===== config.mk =====
export PLATFORM = sky130hd
export DESIGN_NAME = radix_digit_converter
export DESIGN_NICKNAME = d
export VERILOG_FILES = /design/src/rtl/core/rdc_pkg.sv /design/src/rtl/core/rdc_ctrl.sv /design/src/rtl/core/rdc_dpath.sv /design/src/rtl/core/radix_digit_converter.sv
export SDC_FILE = /design/constraint.sdc
export NUM_CORES = 1
export LEC_CHECK = 0
export BUFFER_PORTS_ARGS = -buffer_cell sky130_fd_sc_hd__buf_2
export CORE_ASPECT_RATIO = 0.5
export CORE_MARGIN = 2
export CORE_UTILIZATION = 63
export CTS_BUF_LIST = sky130_fd_sc_hd__clkbuf_4
export DETAILED_ROUTE_END_ITERATION = 6
export GPL_TIMING_DRIVEN = 0
export MAX_ROUTING_LAYER = met4
export PLACE_DENSITY = 0.85
export SLEW_MARGIN = 20
export SYNTH_ARGS = -nofsm -noshare
export SYNTH_HDL_FRONTEND = slang
export SYNTH_SLANG_ARGS = --single-unit

===== constraint.sdc =====
create_clock -name clk_i -period 15.7 [get_ports clk_i]
set_clock_uncertainty 0.1 [all_clocks]
set_input_delay 0 -clock clk_i [delete_from_list [all_inputs] [get_ports clk_i]]
set_output_delay 0 -clock clk_i [all_outputs]
set_load 0.05 [all_outputs]

===== src/rtl/core/rdc_pkg.sv =====
// shared types, constants and helper functions of the radix digit converter
// no dependencies; imported by the controller, datapath and top level
package rdc_pkg;

  localparam int unsigned VALUE_W         = 31;
  localparam int unsigned RADIX_W         = 5;
  localparam int unsigned DIGIT_W         = 4;
  localparam int unsigned CHAR_W          = 7;
  localparam int unsigned APB_DATA_W      = 32;
  localparam int unsigned APB_ADDR_W      = 3;
  localparam int unsigned RESULT_LIMIT    = 31;

  // divider works on a padded word, a few bits per cycle
  localparam int unsigned WORK_W          = 32;
  localparam int unsigned BITS_PER_STEP   = 4;
  localparam int unsigned STEPS_PER_DIGIT = WORK_W / BITS_PER_STEP;
  localparam int unsigned STEP_CNT_W      = $clog2(STEPS_PER_DIGIT);

  localparam logic [RADIX_W-1:0] RADIX_MIN   = 5'd2;
  localparam logic [RADIX_W-1:0] RADIX_MAX   = 5'd16;
  localparam logic [RADIX_W-1:0] RADIX_RESET = 5'd10;

  // word index of the radix register (byte address bit 2)
  localparam logic RADIX_WORD = 1'b0;

  localparam logic [DIGIT_W-1:0] DEC_LIMIT   = 4'd10;
  localparam logic [CHAR_W-1:0]  ASCII_ZERO  = 7'd48;
  localparam logic [CHAR_W-1:0]  ASCII_ALPHA = 7'd55;

  typedef struct packed {
    logic load;    // capture value and base, clear digit count
    logic step;    // one divider step
    logic commit;  // last step of a digit: store remainder
    logic rd;      // read one stored digit to the output
  } rdc_cmd_t;

  typedef struct packed {
    logic quot_zero;  // quotient after this step is zero
    logic ptr_zero;   // read pointer at the least significant digit
  } rdc_stat_t;

  function automatic logic [RADIX_W-1:0] eff_base(logic [RADIX_W-1:0] r);
    logic [RADIX_W-1:0] b;
    if (r < RADIX_MIN) begin
      b = RADIX_MIN;
    end else if (r > RADIX_MAX) begin
      b = RADIX_MAX;
    end else begin
      b = r;
    end
    return b;
  endfunction

  function automatic logic [CHAR_W-1:0] digit_ascii(logic [DIGIT_W-1:0] d);
    logic [CHAR_W-1:0] c;
    if (d < DEC_LIMIT) begin
      c = ASCII_ZERO + CHAR_W'(d);
    end else begin
      c = ASCII_ALPHA + CHAR_W'(d);
    end
    return c;
  endfunction

endpackage


===== src/rtl/core/rdc_ctrl.sv =====
// sequencing state machine of the radix digit converter
// depends on rdc_pkg for the command and status structs
module rdc_ctrl
  import rdc_pkg::*;
(
  input  logic      clk_i,
  input  logic      rst_ni,
  input  logic      start_i,
  output logic      busy_o,
  output rdc_cmd_t  cmd_o,
  input  rdc_stat_t stat_i
);

  localparam logic [1:0] ST_IDLE = 2'd0;
  localparam logic [1:0] ST_DIV  = 2'd1;
  localparam logic [1:0] ST_EMIT = 2'd2;

  logic [1:0]            state_q, state_d;
  logic [STEP_CNT_W-1:0] step_q, step_d;
  logic                  last_step;

  assign last_step = (step_q == STEP_CNT_W'(STEPS_PER_DIGIT - 1));
  assign busy_o    = (state_q != ST_IDLE);

  always_comb begin
    state_d = state_q;
    step_d  = step_q;
    cmd_o   = '0;
    case (state_q)
      ST_IDLE: begin
        if (start_i) begin
          cmd_o.load = 1'b1;
          step_d     = '0;
          state_d    = ST_DIV;
        end
      end
      ST_DIV: begin
        cmd_o.step = 1'b1;
        if (last_step) begin
          cmd_o.commit = 1'b1;
          step_d       = '0;
          if (stat_i.quot_zero) begin
            state_d = ST_EMIT;
          end
        end else begin
          step_d = step_q + 1'b1;
        end
      end
      ST_EMIT: begin
        cmd_o.rd = 1'b1;
        if (stat_i.ptr_zero) begin
          state_d = ST_IDLE;
        end
      end
      default: begin
        state_d = ST_IDLE;
      end
    endcase
  end

  always_ff @(posedge clk_i or negedge rst_ni) begin
    if (!rst_ni) begin
      state_q <= ST_IDLE;
      step_q  <= '0;
    end else begin
      state_q <= state_d;
      step_q  <= step_d;
    end
  end

endmodule


===== src/rtl/core/rdc_dpath.sv =====
// divider, digit store and output registers of the radix digit converter
// depends on rdc_pkg for widths, command/status structs and digit encoding
module rdc_dpath
  import rdc_pkg::*;
#(
  parameter int unsigned MAX_DIGITS = 32
) (
  input  logic                clk_i,
  input  logic                rst_ni,
  input  rdc_cmd_t            cmd_i,
  output rdc_stat_t           stat_o,
  input  logic [VALUE_W-1:0]  value_i,
  input  logic [RADIX_W-1:0]  radix_i,
  output logic [CHAR_W-1:0]   digit_char_o,
  output logic [DIGIT_W-1:0]  digit_value_o,
  output logic                last_digit_o,
  output logic                digit_strobe_o
);

  localparam int unsigned CAP   = (MAX_DIGITS < RESULT_LIMIT) ? MAX_DIGITS : RESULT_LIMIT;
  localparam int unsigned IDX_W = (CAP > 1) ? $clog2(CAP) : 1;
  localparam int unsigned CNT_W = $clog2(CAP + 1);

  logic [DIGIT_W-1:0] store_mem [CAP];

  logic [WORK_W-1:0]  work_q, work_d;
  logic [RADIX_W-1:0] rem_q, rem_d;
  logic [RADIX_W-1:0] base_q;
  logic [CNT_W-1:0]   cnt_q;
  logic [IDX_W-1:0]   ptr_q;
  logic [DIGIT_W-1:0] rd_data_q;
  logic               last_q;
  logic               strobe_q;
  logic               room;

  // four restoring steps per cycle, remainder stays below the base
  always_comb begin
    logic [RADIX_W-1:0]       r;
    logic [RADIX_W-1:0]       t;
    logic [BITS_PER_STEP-1:0] qb;
    r  = rem_q;
    qb = '0;
    for (int i = 0; i < BITS_PER_STEP; i++) begin
      t = {r[RADIX_W-2:0], work_q[WORK_W-1-i]};
      if (t >= base_q) begin
        t = t - base_q;
        qb[BITS_PER_STEP-1-i] = 1'b1;
      end
      r = t;
    end
    rem_d  = r;
    work_d = {work_q[WORK_W-BITS_PER_STEP-1:0], qb};
  end

  assign room             = (cnt_q < CNT_W'(CAP));
  assign stat_o.quot_zero = (work_d == '0);
  assign stat_o.ptr_zero  = (ptr_q == '0);

  // payload registers
  always_ff @(posedge clk_i) begin
    if (cmd_i.load) begin
      work_q <= {{(WORK_W - VALUE_W){1'b0}}, value_i};
      rem_q  <= '0;
      base_q <= eff_base(radix_i);
    end else if (cmd_i.step) begin
      work_q <= work_d;
      rem_q  <= cmd_i.commit ? '0 : rem_d;
    end
  end

  // digit store, least significant first
  always_ff @(posedge clk_i) begin
    if (cmd_i.commit && room) begin
      store_mem[cnt_q[IDX_W-1:0]] <= rem_d[DIGIT_W-1:0];
    end
    if (cmd_i.rd) begin
      rd_data_q <= store_mem[ptr_q];
      last_q    <= (ptr_q == '0);
    end
  end

  always_ff @(posedge clk_i or negedge rst_ni) begin
    if (!rst_ni) begin
      cnt_q    <= '0;
      ptr_q    <= '0;
      strobe_q <= 1'b0;
    end else begin
      strobe_q <= cmd_i.rd;
      if (cmd_i.load) begin
        cnt_q <= '0;
      end else if (cmd_i.commit && room) begin
        cnt_q <= cnt_q + 1'b1;
        ptr_q <= cnt_q[IDX_W-1:0];
      end else if (cmd_i.rd) begin
        ptr_q <= ptr_q - 1'b1;
      end
    end
  end

  assign digit_value_o  = rd_data_q;
  assign digit_char_o   = digit_ascii(rd_data_q);
  assign last_digit_o   = last_q;
  assign digit_strobe_o = strobe_q;

endmodule


===== src/rtl/core/radix_digit_converter.sv =====
// top level of the radix digit converter: apb register file, controller, datapath
// depends on rdc_pkg, rdc_ctrl and rdc_dpath
// usage
//   request channel: drive value_i and raise start; the request is taken at the
//   clock edge where start is high and busy is low. busy stays high until the
//   last digit has been read from the digit store.
//   result channel: one digit per cycle, most significant first, marked by
//   digit_strobe_o for exactly one cycle; last_digit_o flags the least
//   significant digit. the receiver cannot stall; digits are never held back.
//   config: apb register radix at byte address 0 (base 2..16, values below 2
//   act as 2, above 16 as 16, reset 10). write it only while busy is low.
// sequence
//   each digit is divided out four quotient bits per cycle. busy stays high
//   from the accept edge while every digit is divided out and then emitted.
//   the first digit is driven once all digits have been divided out, the
//   last one as busy drops, so the next request can go in at the edge that
//   takes the last digit.
// reset
//   rst_ni clears the controller, counters and strobe and loads radix 10;
//   the digit store is not cleared, every entry is written before it is read.
module radix_digit_converter
  import rdc_pkg::*;
#(
  parameter int unsigned MAX_DIGITS = 32
) (
  input  logic                  clk_i,
  input  logic                  rst_ni,
  // request channel
  input  logic                  start,
  output logic                  busy,
  input  logic [VALUE_W-1:0]    value_i,
  // digit results
  output logic [CHAR_W-1:0]     digit_char_o,
  output logic [DIGIT_W-1:0]    digit_value_o,
  output logic                  last_digit_o,
  output logic                  digit_strobe_o,
  // apb configuration port
  input  logic                  psel,
  input  logic                  penable,
  input  logic                  pwrite,
  input  logic [APB_ADDR_W-1:0] paddr,
  input  logic [APB_DATA_W-1:0] pwdata,
  output logic [APB_DATA_W-1:0] prdata,
  output logic                  pready
);

  logic [RADIX_W-1:0] radix_q;
  logic               cfg_wr;
  logic               sel_radix;
  rdc_cmd_t           cmd;
  rdc_stat_t          stat;

  // apb: pready tied high, only word 0 is implemented
  assign pready    = 1'b1;
  assign sel_radix = (paddr[2] == RADIX_WORD);
  assign cfg_wr    = psel && penable && pwrite && sel_radix;
  assign prdata    = sel_radix ? {{(APB_DATA_W - RADIX_W){1'b0}}, radix_q} : '0;

  always_ff @(posedge clk_i or negedge rst_ni) begin
    if (!rst_ni) begin
      radix_q <= RADIX_RESET;
    end else if (cfg_wr) begin
      radix_q <= pwdata[RADIX_W-1:0];
    end
  end

  // sequencing: idle -> divide each digit -> emit the digits
  rdc_ctrl u_ctrl (
    .clk_i   (clk_i),
    .rst_ni  (rst_ni),
    .start_i (start),
    .busy_o  (busy),
    .cmd_o   (cmd),
    .stat_i  (stat)
  );

  // divider, digit store and registered digit output
  rdc_dpath #(
    .MAX_DIGITS (MAX_DIGITS)
  ) u_dpath (
    .clk_i          (clk_i),
    .rst_ni         (rst_ni),
    .cmd_i          (cmd),
    .stat_o         (stat),
    .value_i        (value_i),
    .radix_i        (radix_q),
    .digit_char_o   (digit_char_o),
    .digit_value_o  (digit_value_o),
    .last_digit_o   (last_digit_o),
    .digit_strobe_o (digit_strobe_o)
  );

endmodule


* Word level (Yosys, flattened, before mapping)
Memories as Yosys holds them, arrays and structs flattened. A register that Yosys moved wholly into a read port is not among the register bits. Cells that the tools add are included.
Cells by class: $add $sub $neg 9, multipliers 0, div/mod/pow operators 0, magnitude comparators 8, equality and inequality tests 7, shift-type cells 0, multiplexer cells 33, bitwise gates (word level) 2, reductions and logical operators 16
Operator list (count):
- two-way mux 31 bit | 2
- logical NOT 32 bit | 1
- two-way mux 5 bit | 6
- >= comparator 5 bit | 4
- two-way mux 4 bit | 5
- subtractor 4 bit | 4
- adder 6 x 4 -> 7 bit, first input constant | 2
- two-way mux 1 bit | 10
- two-way mux 2 bit | 5
- nonzero test 2 bit | 5
- two-way mux 7 bit | 1
- two-way mux 3 bit | 2
- inequality test 2 bit, second input constant | 3
- one-hot mux 2 bit (3 select lines) | 1
- one-hot mux 3 bit (2 select lines) | 1
- adder 5 x 1 -> 5 bit, second input constant | 1
- > comparator 5 bit, second input constant | 1
- logical NOT 5 bit | 1
- < comparator 5 x 2 -> 1 bit, second input constant | 1
- < comparator 5 bit, second input constant | 1
- subtractor 5 x 1 -> 5 bit, second input constant | 1
- logical AND 1 bit | 4
- < comparator 4 bit, second input constant | 1
- AND reduction 2 bit | 2
- other kinds (9) | 10
Storage, ports and cells: flip-flop bits (word level) 63, bits in latches 0, RAM bits 124, bits in read-only memories 0, input bits 72, output and inout bits 47, word-level logic and storage cells 88, memories 1
Memory list:
- u_dpath.store_mem | words 31, width 4, read ports 1, clocked after Yosys merged registers in 1, wr ports 1, RTL line rdc_dpath.sv:24 | logic [DIGIT_W-1:0] store_mem [CAP];

* Longest topological paths before layout
depth after elaboration 12, depth in mapped cells 25, mapped depth without buffers 25

* By module
A second synthesis with hierarchy kept.
Unflattened totals: cell total of the unflattened synthesis 615, area total of the unflattened synthesis 9113.7 um^2
By module, submodules not included:
- rdc_dpath | instances 1, cells each 545, area each 8381.8 um^2, seq. area each 5330.1 um^2
- radix_digit_converter | instances 1, cells each 46, area each 469.2 um^2, seq. area each 127.6 um^2
- rdc_ctrl | instances 1, cells each 24, area each 262.8 um^2, seq. area each 125.1 um^2

* Worst setup path before layout
No wires, ideal clock.
kind register -> register, start point reg u_dpath.base_q[1], end point mem u_dpath.store_mem[0][1] (data pin), setup time 387 ps, arrival 6136 ps, required time 15213 ps, setup slack 9077 ps, cell stages (with the launch flop) 23, path buffers 0, clock period less this slack 6623 ps, cell sequence edfxtp_1 > inv_1 > ha_1 > a21o_1 > a31oi_1 > o21ai_1 > mux2_2 > ha_1 > a21oi_1 > o21ai_1 > a31oi_1 > mux2i_1 > ha_1 > a21oi_1 > o21ai_1 > a311oi_2 > o21ai_0 > a2bb2oi_1 > inv_1 > ha_1 > nand2_1 > o21ai_1 > mux2i_1
On the way: cells in the longest elaborated chain, start to end 8, elaborated cells between the ends (all ways) 12, classes of those cells 4 x add/sub; 4 x order compare; 4 x mux
Ends and longest elaborated chain:
- from (decl) | RTL line rdc_dpath.sv:28 | logic [RADIX_W-1:0] base_q;
- from (signal assigned) | RTL line rdc_dpath.sv:64 | base_q <= eff_base(radix_i);
- subtractor 4 bit or >= comparator 5 bit (tied branches) | RTL line rdc_dpath.sv:46, rdc_dpath.sv:45
- two-way mux 4 bit | RTL line rdc_dpath.sv:45 | if (t >= base_q) begin
- subtractor 4 bit or >= comparator 5 bit (tied branches) | RTL line rdc_dpath.sv:46, rdc_dpath.sv:45
- two-way mux 4 bit | RTL line rdc_dpath.sv:45
- >= comparator 5 bit or subtractor 4 bit (tied branches) | RTL line rdc_dpath.sv:45, rdc_dpath.sv:46
- two-way mux 4 bit | RTL line rdc_dpath.sv:45
- subtractor 4 bit or >= comparator 5 bit (tied branches) | RTL line rdc_dpath.sv:46, rdc_dpath.sv:45
- two-way mux 4 bit * | RTL line rdc_dpath.sv:45
- via u_dpath.rem_d[1] | RTL line rdc_dpath.sv:27 | logic [RADIX_W-1:0] rem_q, rem_d;
- to (decl) | RTL line rdc_dpath.sv:24
Mark *: on every way through the listed nets, which the timed path passes. The rest lies on a longest branch.

* Final worst setup path
start point reg u_dpath.base_q[1], end point mem u_dpath.store_mem[17][3] (data pin)
Same word-level chain as after synthesis.

==> summary.log <==
qor: floorplan.die_footprint 15400 um^2
qor: cts.cts_repair_resize_count 0
qor: timing.hold_viol 0
qor: cts.cts_tree yes
qor: synthesis.synthDistinctLibCells 57
qor: timing.final_period_minus_worst_setup_slack 7.62 ns
qor: floorplan.die_height 88.8 um
qor: drt.totalWireLength 21400 um
qor: critical_path.critPathRequiredTime 15.85 ns
qor: critical_path.critPathMaxFanout 31
qor: cells_and_area.layout.cells.most_common sky130_fd_sc_hd__edfxtp_1
qor: timing.rsz0062_at_grt false
qor: critical_path.rr_worst_depth 21
qor: floorplan.fp-row-count 30
qor: synthesis.synth_ff_type sky130_fd_sc_hd__edfxtp_1
qor: critical_path.worst_setup_path_start_kind flip-flop
qor: synthesis.ys_ff_latch 191
qor: place.hpwl 13600 um
qor: drt.wire_per_inst 20.8 um
qor: global_routing.global_route.usage.total 0.303
qor: outcome.outcome finished, final reports clean
qor: synthesis.synth-async-reset-ratio 0.110
qor: cells_and_area.layout_cells_sized_above_1 0.225
qor: cts.inserted_clock_buffers 17
qor: critical_path.worst-endpoint-arrival 7.77 ns
qor: synthesis.yosysWarningCount 0
qor: drt.via_count 6141
qor: global_routing.grt_first_pass_wirelength 33200 um
qor: floorplan.die_width 174 um
qor: place.postPlaceCellArea 9800 um^2
qor: place.gp_congestion 0.853
qor: cts.clkTransAtPathRegs 0.16 ns
qor: global_routing.grt_antenna_before_repair 1
qor: cells_and_area.layout_common_cells sky130_fd_sc_hd__edfxtp_1 (165), sky130_fd_sc_hd__nand2_1 (114), sky130_fd_sc_hd__buf_2 (62)
qor: critical_path.worst_r2r_endpoint u_dpath.store_mem[17][3]$_DFFE_PP_
qor: synthesis.syn_avg_cell_area 13.5 um^2
qor: cts.numClockSinks 191
qor: synthesis.yosysTopAreaCell sky130_fd_sc_hd__edfxtp_1
qor: global_routing.global_route.overflow_total 0
qor: global_routing.grt_start_max_net_pins 33
qor: floorplan.total_i_o_pin_count 119
qor: cts.root_buffer sky130_fd_sc_hd__clkbuf_4
qor: job.drv_cap 0
qor: synthesis.post-synth-top-area-fraction 0.547
qor: floorplan.core 13800 um^2
qor: cells_and_area.final_util 0.764
qor: critical_path.critPathCaptureType flip-flop
qor: drt.post_drt_via_cell_ratio 5.94
qor: synthesis.synth_edf_count 165
qor: drt.ant_nets 0
qor: drt.drt-initial-drc-count 642
qor: timing.relSlewSlack 0.370
qor: cts.later_pin_clock_latency_in_the_skew_report 0.59 ns
qor: worst_hold_path.worst_hold_path.num_cells 4
qor: cts.htree_levels 4
qor: global_routing.via_count_of_the_first_global_routing_pass 6180
qor: worst_hold_path.timing.hold.worst.class in2reg
qor: place.io_buffer_count 61
qor: worst_hold_path.min_from value_i[20]
qor: critical_path.reg2reg_from u_dpath.base_q[1]$_SDFFCE_PP1P_
qor: synthesis.synth.cell_area 9060 um^2
qor: synthesis.synth-seq-area-share 0.616
qor: timing.worst_pin_slew 0.942 ns
qor: timing.setup-violations-final 0
qor: drt.drc_errors 0
qor: worst_hold_path.capture_endpoint_of_the_worst_hold_path u_dpath.work_q[20]$_DFFE_PP_
qor: critical_path.reg2reg_slack 8.08 ns
qor: cells_and_area.relative_area_change_from_synthesis_to_final_layout 16.5%
qor: synthesis.synth_cells 670
qor: cts.max-clock-path-buffers 2
qor: timing.fin_crit_sh 0.485
qor: timing.setup-tns-final 0 ns
qor: floorplan.initial_utilization 0.656
qor: synthesis.biggest_area_contributors_in_the_synthesized_netlist sky130_fd_sc_hd__edfxtp_1 (55%), sky130_fd_sc_hd__mux4_2 (8.7%), sky130_fd_sc_hd__dfrtp_1 (5.2%), sky130_fd_sc_hd__nand2_1 (4.7%), sky130_fd_sc_hd__ha_1 (4.0%)
qor: timing.fmax 131 MHz
qor: cells_and_area.fin_area 10600 um^2
qor: drt.number_of_detailed_routing_iterations_run_before_antenna_repair 6
qor: timing.timing.final.max_slew_violations 0
qor: timing.final.setup.worst_slack 8.08 ns
qor: cells_and_area.layout.nets 932
qor: place.preCtsSetupSlack 7.50 ns
qor: critical_path.timing_worst_setup_path_type reg2reg
## state kept, by name (all words and copies together) (netlist names), 4 cells and up
register               flops
u_dpath.ptr_q              5
u_dpath.base_q             5
u_dpath.cnt_q              5
u_dpath.store_mem        124
radix_q                    5
u_dpath.rem_q              4
u_dpath.work_q            32
u_dpath.digit_value_o      4
## area by class of cell
cell class	count	area, um^2
Fill cell	752	3250
Buffer	52	328
Multi-Input combinational cell	423	3180
Clock inverter	15	138
Inverter	30	113
Tap cell	192	240
Sequential cell	191	5580
Antenna cell	1	2.50
Clock buffer	17	128
Timing Repair Buffer	112	851
## cell usage after synthesis, types with 4 or more instances
library cell and instances:
sky130_fd_sc_hd__ha_1 29, sky130_fd_sc_hd__xnor2_1 5, sky130_fd_sc_hd__edfxtp_1 165, sky130_fd_sc_hd__fa_1 4, sky130_fd_sc_hd__xor2_1 7, sky130_fd_sc_hd__nor3_1 4, sky130_fd_sc_hd__nor2b_1 10, sky130_fd_sc_hd__dfrtp_1 19
sky130_fd_sc_hd__o21ai_0 12, sky130_fd_sc_hd__nor2_1 60, sky130_fd_sc_hd__inv_1 29, sky130_fd_sc_hd__dfxtp_1 5, sky130_fd_sc_hd__mux2_2 16, sky130_fd_sc_hd__mux4_2 35, sky130_fd_sc_hd__nor4_1 8, sky130_fd_sc_hd__nand2b_1 4
sky130_fd_sc_hd__a22o_1 4, sky130_fd_sc_hd__a21oi_1 18, sky130_fd_sc_hd__mux2i_1 7, sky130_fd_sc_hd__buf_4 29, sky130_fd_sc_hd__clkbuf_1 17, sky130_fd_sc_hd__o21ai_1 5, sky130_fd_sc_hd__a21o_1 8, sky130_fd_sc_hd__nand2_1 114
## routing by layer
| metal | wire length [um] | track usage | vias up |
|---|---|---|---|
| li1 | - | - | 2716 |
| met1 | 8170 | 0.359 | 2930 |
| met3 | 2000 | 0.0631 | 80 |
| met5 | 0 | - | - |
| met2 | 10500 | 0.515 | 415 |
| met4 | 743 | 0.141 | 0 |
## kinds of logic after synthesis
| kind of cell | count (synthesis) | synth area share |
|---|---|---|
| other | 2 | 0.000829 |
| flip-flops | 191 | 0.616 |
| buffers and inverters | 82 | 0.0486 |
| XOR/XNOR | 12 | 0.0116 |
| adder cells (fa/ha/maj) | 33 | 0.0489 |
| AND/OR/NAND/NOR | 224 | 0.108 |
| multiplexers | 59 | 0.118 |
| AO/OA/AOI/OAI | 67 | 0.0487 |
## worst max-delay path by stage
stage                                    startpoint                                  to  slack, ns
floorplan           u_dpath.base_q[1]$_SDFFCE_PP1P_   u_dpath.store_mem[0][1]$_DFFE_PP_       9.08
finish              u_dpath.base_q[1]$_SDFFCE_PP1P_  u_dpath.store_mem[17][3]$_DFFE_PP_       8.08
CTS                 u_dpath.base_q[1]$_SDFFCE_PP1P_  u_dpath.store_mem[15][2]$_DFFE_PP_       7.48
global route        u_dpath.base_q[1]$_SDFFCE_PP1P_  u_dpath.store_mem[21][3]$_DFFE_PP_       7.42
global placement    u_dpath.base_q[1]$_SDFFCE_PP1P_   u_dpath.store_mem[4][1]$_DFFE_PP_       7.07
detailed placement  u_dpath.base_q[1]$_SDFFCE_PP1P_   u_dpath.store_mem[1][2]$_DFFE_PP_       7.50
## worst max-delay path, stage by stage (launching register included)
cell and delay, ns:
sky130_fd_sc_hd__edfxtp_1 0.55, sky130_fd_sc_hd__inv_1 0.21, sky130_fd_sc_hd__ha_1 0.35, sky130_fd_sc_hd__a31oi_1 0.09
sky130_fd_sc_hd__o21ai_1 0.46, sky130_fd_sc_hd__mux2_2 0.42, sky130_fd_sc_hd__ha_1 0.33, sky130_fd_sc_hd__a21oi_1 0.13
sky130_fd_sc_hd__o21ai_1 0.11, sky130_fd_sc_hd__a31oi_1 0.57, sky130_fd_sc_hd__mux2i_1 0.28, sky130_fd_sc_hd__ha_1 0.30
sky130_fd_sc_hd__a21oi_1 0.15, sky130_fd_sc_hd__o21ai_1 0.12, sky130_fd_sc_hd__a311oi_2 0.58, sky130_fd_sc_hd__o21ai_0 0.17
sky130_fd_sc_hd__a2bb2oi_1 0.44, sky130_fd_sc_hd__inv_1 0.09, sky130_fd_sc_hd__ha_1 0.32, sky130_fd_sc_hd__nand2_1 0.07
sky130_fd_sc_hd__o21ai_2 0.55, sky130_fd_sc_hd__mux2i_4 0.88
## through the flow
stage | hold slack [ns] | cells
2_1_floorplan | -0.396 | 696
3_3_place_gp | -0.117 | 949
5_1_grt | 0.120 | 1033
4_1_cts | 0.0819 | 1032
6_report | 0.119 | 1033
3_5_place_dp | -0.106 | 951
## timing repair
item                                   CTS  global route
setup buffers                            0             0
endpoints found under the hold margin   59             0
hold buffers                            49             0
Power is not shown: default switching activity piles up to over one toggle a cycle in this logic, so the estimate is an artifact.
